[config.mk]
export PLATFORM = sky130hd
export DESIGN_NAME = nfc_ctrl
export DESIGN_NICKNAME = d
export VERILOG_FILES = /design/src/rtl/core/nfc_pkg.sv /design/src/rtl/core/nfc_ctrl.sv
export VERILOG_INCLUDE_DIRS = /design/src /design/src/rtl/core
export SDC_FILE = /design/constraint.sdc
export NUM_CORES = 1
export LEC_CHECK = 0
export BUFFER_PORTS_ARGS = -buffer_cell sky130_fd_sc_hd__buf_2
export CAP_MARGIN = 10
export CORE_AREA = 2 2 39 41
export DETAILED_ROUTE_END_ITERATION = 6
export DIE_AREA = 0 0 41 43
export PLACE_DENSITY = 0.63
export SYNTH_ARGS = -nofsm -noshare
export SYNTH_HDL_FRONTEND = slang
export SYNTH_SLANG_ARGS = --single-unit
[constraint.sdc]
create_clock -name clk_i -period 1.2 [get_ports clk_i]
set_clock_uncertainty 0.1 [all_clocks]
set_input_delay 0.24 -clock clk_i [delete_from_list [all_inputs] [get_ports clk_i]]
set_output_delay 0.24 -clock clk_i [all_outputs]
set_load 0.1 [all_outputs]
[src/rtl/core/nf_chain_action_consolidator_unit_assert.svh]
// ----------------------------------------------------------------------------
// nf_chain_action_consolidator_unit_assert
// Assertion macros for the action consolidator.
// ----------------------------------------------------------------------------
`ifndef NF_CHAIN_ACTION_CONSOLIDATOR_UNIT_ASSERT_SVH
`define NF_CHAIN_ACTION_CONSOLIDATOR_UNIT_ASSERT_SVH
`ifndef SYNTHESIS
`define NFC_ASSERT_IMP(lbl, clk, rst_n, ante, cons) \
  lbl: assert property (@(posedge clk) disable iff (!rst_n) (ante) |-> (cons)) \
    else $error("assertion failed");
`define NFC_ASSERT_NXT(lbl, clk, rst_n, ante, cons) \
  lbl: assert property (@(posedge clk) disable iff (!rst_n) (ante) |=> (cons)) \
    else $error("assertion failed");
`else
`define NFC_ASSERT_IMP(lbl, clk, rst_n, ante, cons)
`define NFC_ASSERT_NXT(lbl, clk, rst_n, ante, cons)
`endif
`endif

[src/rtl/core/nfc_pkg.sv]
// ----------------------------------------------------------------------------
// nfc_pkg
// Shared types and constants of the action consolidator.
// ----------------------------------------------------------------------------
package nfc_pkg;
  localparam int unsigned NfCount    = 4;
  localparam int unsigned FlowCount  = 1024;
  localparam int unsigned NfW        = (NfCount > 1) ? $clog2(NfCount) : 1;
  localparam int unsigned FlowW      = (FlowCount > 1) ? $clog2(FlowCount) : 1;
  localparam int unsigned LocalDepth = NfCount * FlowCount;
  localparam int unsigned LocalAw    = (LocalDepth > 1) ? $clog2(LocalDepth) : 1;
  localparam int unsigned LocalW     = 36;
  localparam int unsigned UpdW       = 68;
  // global entry: {valid, drop, four values}
  localparam int unsigned GlobW      = 130;

  typedef enum logic [1:0] {
    ACT_ADD = 2'd0, ACT_REG = 2'd1, ACT_CHECK = 2'd2, ACT_READ = 2'd3
  } action_e;

  localparam logic [1:0] KindNone = 2'd0;
  localparam logic [1:0] KindDrop = 2'd2;

  typedef enum logic [3:0] {
    ST_IDLE, ST_CLEAR, ST_UPD_RD, ST_UPD_EV, ST_MRG_RD, ST_MRG_ACC, ST_GL_WR,
    ST_GL_RD, ST_GL_OUT
  } state_e;

  typedef struct packed {
    logic [1:0]  action;
    logic [1:0]  nf_index;
    logic [9:0]  flow_index;
    logic [1:0]  rule_action;
    logic [1:0]  rule_field;
    logic [31:0] rule_value;
    logic [31:0] threshold;
    logic [31:0] state_value;
  } req_t;

  typedef struct packed {
    logic        is_drop;
    logic        rule_present;
    logic [31:0] value_src_ip;
    logic [31:0] value_src_port;
    logic [31:0] value_dst_ip;
    logic [31:0] value_dst_port;
  } rsp_t;

  // Controller to datapath.
  typedef struct packed {
    logic cap_req;     // latch request
    logic clr_wr;      // write clear sweep entry
    logic clr_adv;     // advance sweep counter
    logic upd_rd;      // read update rule
    logic upd_eval;    // apply update if due
    logic loc_rd;      // read local entry of current nf
    logic acc;         // merge read entry
    logic acc_clr;     // reset merge accumulator and nf counter
    logic nf_adv;      // advance nf counter
    logic gl_wr;       // write rule: local (add), update (register), merged global (check)
    logic gl_rd;       // read global rule
    logic out_en;      // drive result
  } cmd_t;

  typedef struct packed {
    logic     clr_last;
    logic     nf_last;
    logic     flow_ok;
    action_e  action;
  } sts_t;
endpackage

[src/rtl/core/nfc_ctrl.sv]
// ----------------------------------------------------------------------------
// nfc_ctrl
// Sequencer of the action consolidator.
// ----------------------------------------------------------------------------
`include "nf_chain_action_consolidator_unit_assert.svh"
module nfc_ctrl (
  input  logic          clk_i,
  input  logic          rst_ni,
  input  logic          start_i,
  output logic          busy_o,
  input  nfc_pkg::sts_t sts_i,
  output nfc_pkg::cmd_t cmd_o
);
  import nfc_pkg::*;

  state_e state_q, state_d;

  always_ff @(posedge clk_i or negedge rst_ni) begin
    if (!rst_ni) begin
      state_q <= ST_CLEAR;
    end else begin
      state_q <= state_d;
    end
  end

  always_comb begin
    state_d = state_q;
    unique case (state_q)
      ST_CLEAR:   if (sts_i.clr_last) state_d = ST_IDLE;
      ST_IDLE:    if (start_i) state_d = ST_UPD_RD;
      ST_UPD_RD: begin
        // request is latched now; branch on it
        if (!sts_i.flow_ok) state_d = ST_GL_OUT;
        else if (sts_i.action == ACT_CHECK) state_d = ST_UPD_EV;
        else if (sts_i.action == ACT_READ) state_d = ST_GL_RD;
        else state_d = ST_GL_WR;
      end
      ST_UPD_EV:  state_d = ST_MRG_RD;
      ST_MRG_RD:  state_d = ST_MRG_ACC;
      ST_MRG_ACC: state_d = sts_i.nf_last ? ST_GL_WR : ST_MRG_RD;
      ST_GL_WR:   state_d = ST_GL_RD;
      ST_GL_RD:   state_d = ST_GL_OUT;
      ST_GL_OUT:  state_d = ST_IDLE;
      default:    state_d = ST_IDLE;
    endcase
  end

  always_comb begin
    cmd_o = '0;
    unique case (state_q)
      ST_CLEAR: begin
        cmd_o.clr_wr  = 1'b1;
        cmd_o.clr_adv = 1'b1;
      end
      ST_IDLE: begin
        cmd_o.cap_req = start_i;
      end
      ST_UPD_RD: begin
        cmd_o.upd_rd  = 1'b1;
        cmd_o.acc_clr = 1'b1;
      end
      ST_UPD_EV:  cmd_o.upd_eval = 1'b1;
      ST_MRG_RD:  cmd_o.loc_rd = 1'b1;
      ST_MRG_ACC: begin
        cmd_o.acc    = 1'b1;
        cmd_o.nf_adv = 1'b1;
      end
      ST_GL_WR:   cmd_o.gl_wr = 1'b1;
      ST_GL_RD:   cmd_o.gl_rd = 1'b1;
      ST_GL_OUT:  cmd_o.out_en = 1'b1;
      default: ;
    endcase
  end

  assign busy_o = (state_q != ST_IDLE);

  `NFC_ASSERT_NXT(a_start_leaves_idle, clk_i, rst_ni, start_i && !busy_o, busy_o)
  `NFC_ASSERT_NXT(a_out_then_idle, clk_i, rst_ni, cmd_o.out_en, !busy_o)
  `NFC_ASSERT_IMP(a_gl_wr_only_flow_ok, clk_i, rst_ni, cmd_o.gl_wr, sts_i.flow_ok)
endmodule

==> results.json <==
{
  "status": "complete, but fails checks",
  "violations": "negative setup slack",
  "io_buffers": 20,
  "cts_sinks": 4,
  "ys_ff_latch": 4,
  "dp_slack_ns": -0.337,
  "wirelength_um": 1280,
  "drive_above_1_share": 0.814,
  "synthArstFlopShare": 1.00,
  "ctsHtreeMaxLevel": 1,
  "drtPass1Iterations": 4,
  "hp-class": "in2reg",
  "netlist_area_um2": 355,
  "postSynthNetCount": 53,
  "reg2reg_from": "state_q[0]$_DFFE_PN1P_",
  "synthCells": 45,
  "setup_violations": 17,
  "drcViolationCount": 0,
  "nFillCells": 97,
  "utilization": 0.718,
  "drt_iter0_drc": 10,
  "grt_usage": 0.190,
  "fin_crit_ns": 1.73,
  "routabilityCongestion": 0.730,
  "cpLargestDelayFamily": "flip-flops",
  "die-width_um": 41,
  "rsz0062_at_grt": "yes",
  "regMostFlops": "state_q",
  "finalWorstSetupSlack_ns": -0.528,
  "largest_reg_flops": 4,
  "synth_cell_types": 19,
  "slew_viol_final": 0,
  "cp_max_fo": 6,
  "vias": 488,
  "dp_cells": 90,
  "clkTransAtPathRegs_ns": 0.03,
  "path_class": "reg2out",
  "critPathBufInv": 1,
  "wire_per_inst_um": 12.6,
  "cp.arrival_ns": 1.39,
  "critical-path-max-stage-delay_ns": 0.60,
  "dpl.hpwl_um": 956,
  "maxCapViolCount": 0,
  "crit_path_end_kind": "output port",
  "cts_tree": "built",
  "grt_first_pass_wirelength_um": 2130,
  "crit_required_ns": 0.86,
  "insertion_delay_ns": 0.25,
  "reg_top3": "state_q (4)",
  "num_io_pins": 21,
  "antenna_found_initial": 0,
  "final_common_cell": "buf_4",
  "fin_nets": 95,
  "yosysSeqAreaShare": 0.285,
  "r2r-end": "state_q[1]$_DFFE_PN0P_",
  "dieArea_um2": 1760,
  "holdPathEnd": "state_q[0]$_DFFE_PN1P_",
  "r2r_cells": 3,
  "yosysWarnings": 0,
  "clockBufferDepth": 2,
  "row_count": 14,
  "initial_core_util": 0.257,
  "fin_cells": 102,
  "syn_avg_cell_area_um2": 7.90,
  "hold_violations": 0,
  "numCtsBuffers": 3,
  "fin_setup_tns_ns": -6.70,
  "grt_max_degree": 8,
  "grt_pass1_vias": 484,
  "ant_nets": 0,
  "holdCritStartpoint": "sts_i[4]",
  "rrSetupSlack_ns": -0.26,
  "synth_area_leader_cell": "dfrtp_1",
  "antenna_cells": 0,
  "worstMarginPinSlew_ns": 0.274,
  "routed_via_density": 4.78,
  "final_cell_mix": "buf_4 (18), buf_12 (13), buf_2 (7)",
  "crit_path_start_kind": "register",
  "syn_to_final_growth_pct": 180,
  "overflow": 0,
  "yosys-top-cells-area": "dfrtp_1 (21%), nand2b_1 (11%), buf_6 (9.5%), buf_4 (8.5%), dfstp_2 (7.4%)",
  "synth_top_area_frac": 0.211,
  "cts_root_buf": "clkbuf_4",
  "finalCritPeriodShare": 1.44,
  "max_freq_mhz": 579,
  "relSlewSlack": 0.817,
  "die_y_um": 43,
  "worstPathCellList": "nand2b_4 -> nor3_4 -> buf_12",
  "critical_path.slowest_cell": "dfstp_2",
  "synth-edff-count": 0,
  "synthFlopType": "dfrtp_1",
  "hold_depth": 3,
  "core_um2": 1380
}
## metal layers
layer | global-route usage | vias to the layer above | wire (µm)
met5 | 0 | - | 0
met1 | 0.164 | 226 | 375
li1 | - | 238 | -
met3 | 0.0419 | 4 | 67
met2 | 0.350 | 20 | 801
met4 | 0.120 | 0 | 40
## how the worst max path moves through the flow
stage	startpoint	endpoint	slack (ns)	cells past startpoint
final	state_q[0]$_DFFE_PN1P_	cmd_o[9]	-0.53	3
after global placement	state_q[0]$_DFFE_PN1P_	cmd_o[9]	-0.28	3
after global routing	state_q[0]$_DFFE_PN1P_	cmd_o[9]	-0.58	3
after detailed placement	state_q[0]$_DFFE_PN1P_	cmd_o[9]	-0.34	3
after CTS	state_q[0]$_DFFE_PN1P_	cmd_o[9]	-0.54	3
after floorplan	state_q[0]$_DFFE_PN1P_	cmd_o[10]	-0.88	3
## metrics by stage
step           area, µm²  hold slack (ns)
4_1_cts              970            0.143
6_report             993            0.132
3_5_place_dp         843          -0.0546
5_1_grt              993            0.148
3_3_place_gp         843          -0.0564
2_1_floorplan        513           -0.156
## layout make-up
class / count / area, µm² / share of cell area
Multi-Input combinational cell: 33 / 343 / 0.345
Sequential cell: 4 / 104 / 0.105
Tap cell: 16 / 20.0 / 0.0202
Clock buffer: 4 / 26.3 / 0.0264
Inverter: 1 / 3.75 / 0.00378
Timing Repair Buffer: 44 / 497 / 0.500
## cell families after synthesis
family                 count (synthesis)  synth area share
buffers and inverters                  8             0.190
flip-flops                             4             0.285
AO/OA/AOI/OAI                          8             0.144
AND/OR/NAND/NOR                       25             0.380
## Yosys cell counts, types with 2 or more instances
cell and instances:
nor3_1 5, and3_1 2, a21oi_1 3, dfrtp_1 3, nor2_1 6, buf_4 4, buf_6 3, nand2_1 2
nand2b_1 6, or3_1 2
## worst register-to-register path: stages, from the launching register on
cell and delay, ns:
dfstp_2 0.60, buf_4 0.20, nand4b_1 0.16, a311oi_2 0.31
## repair_timing
action | CTS | global route
pin swaps | 5 | 2
buffers inserted | 6 | 1
hold buffers | 1 | 0
resized for setup | 11 | 4
hold endpoints to repair | 4 | 0
endpoints found under the setup margin | 17 | 17
Power is left out: the tool's default activity adds up to more than one toggle a clock period on the data nets, which glitch-free logic cannot reach.
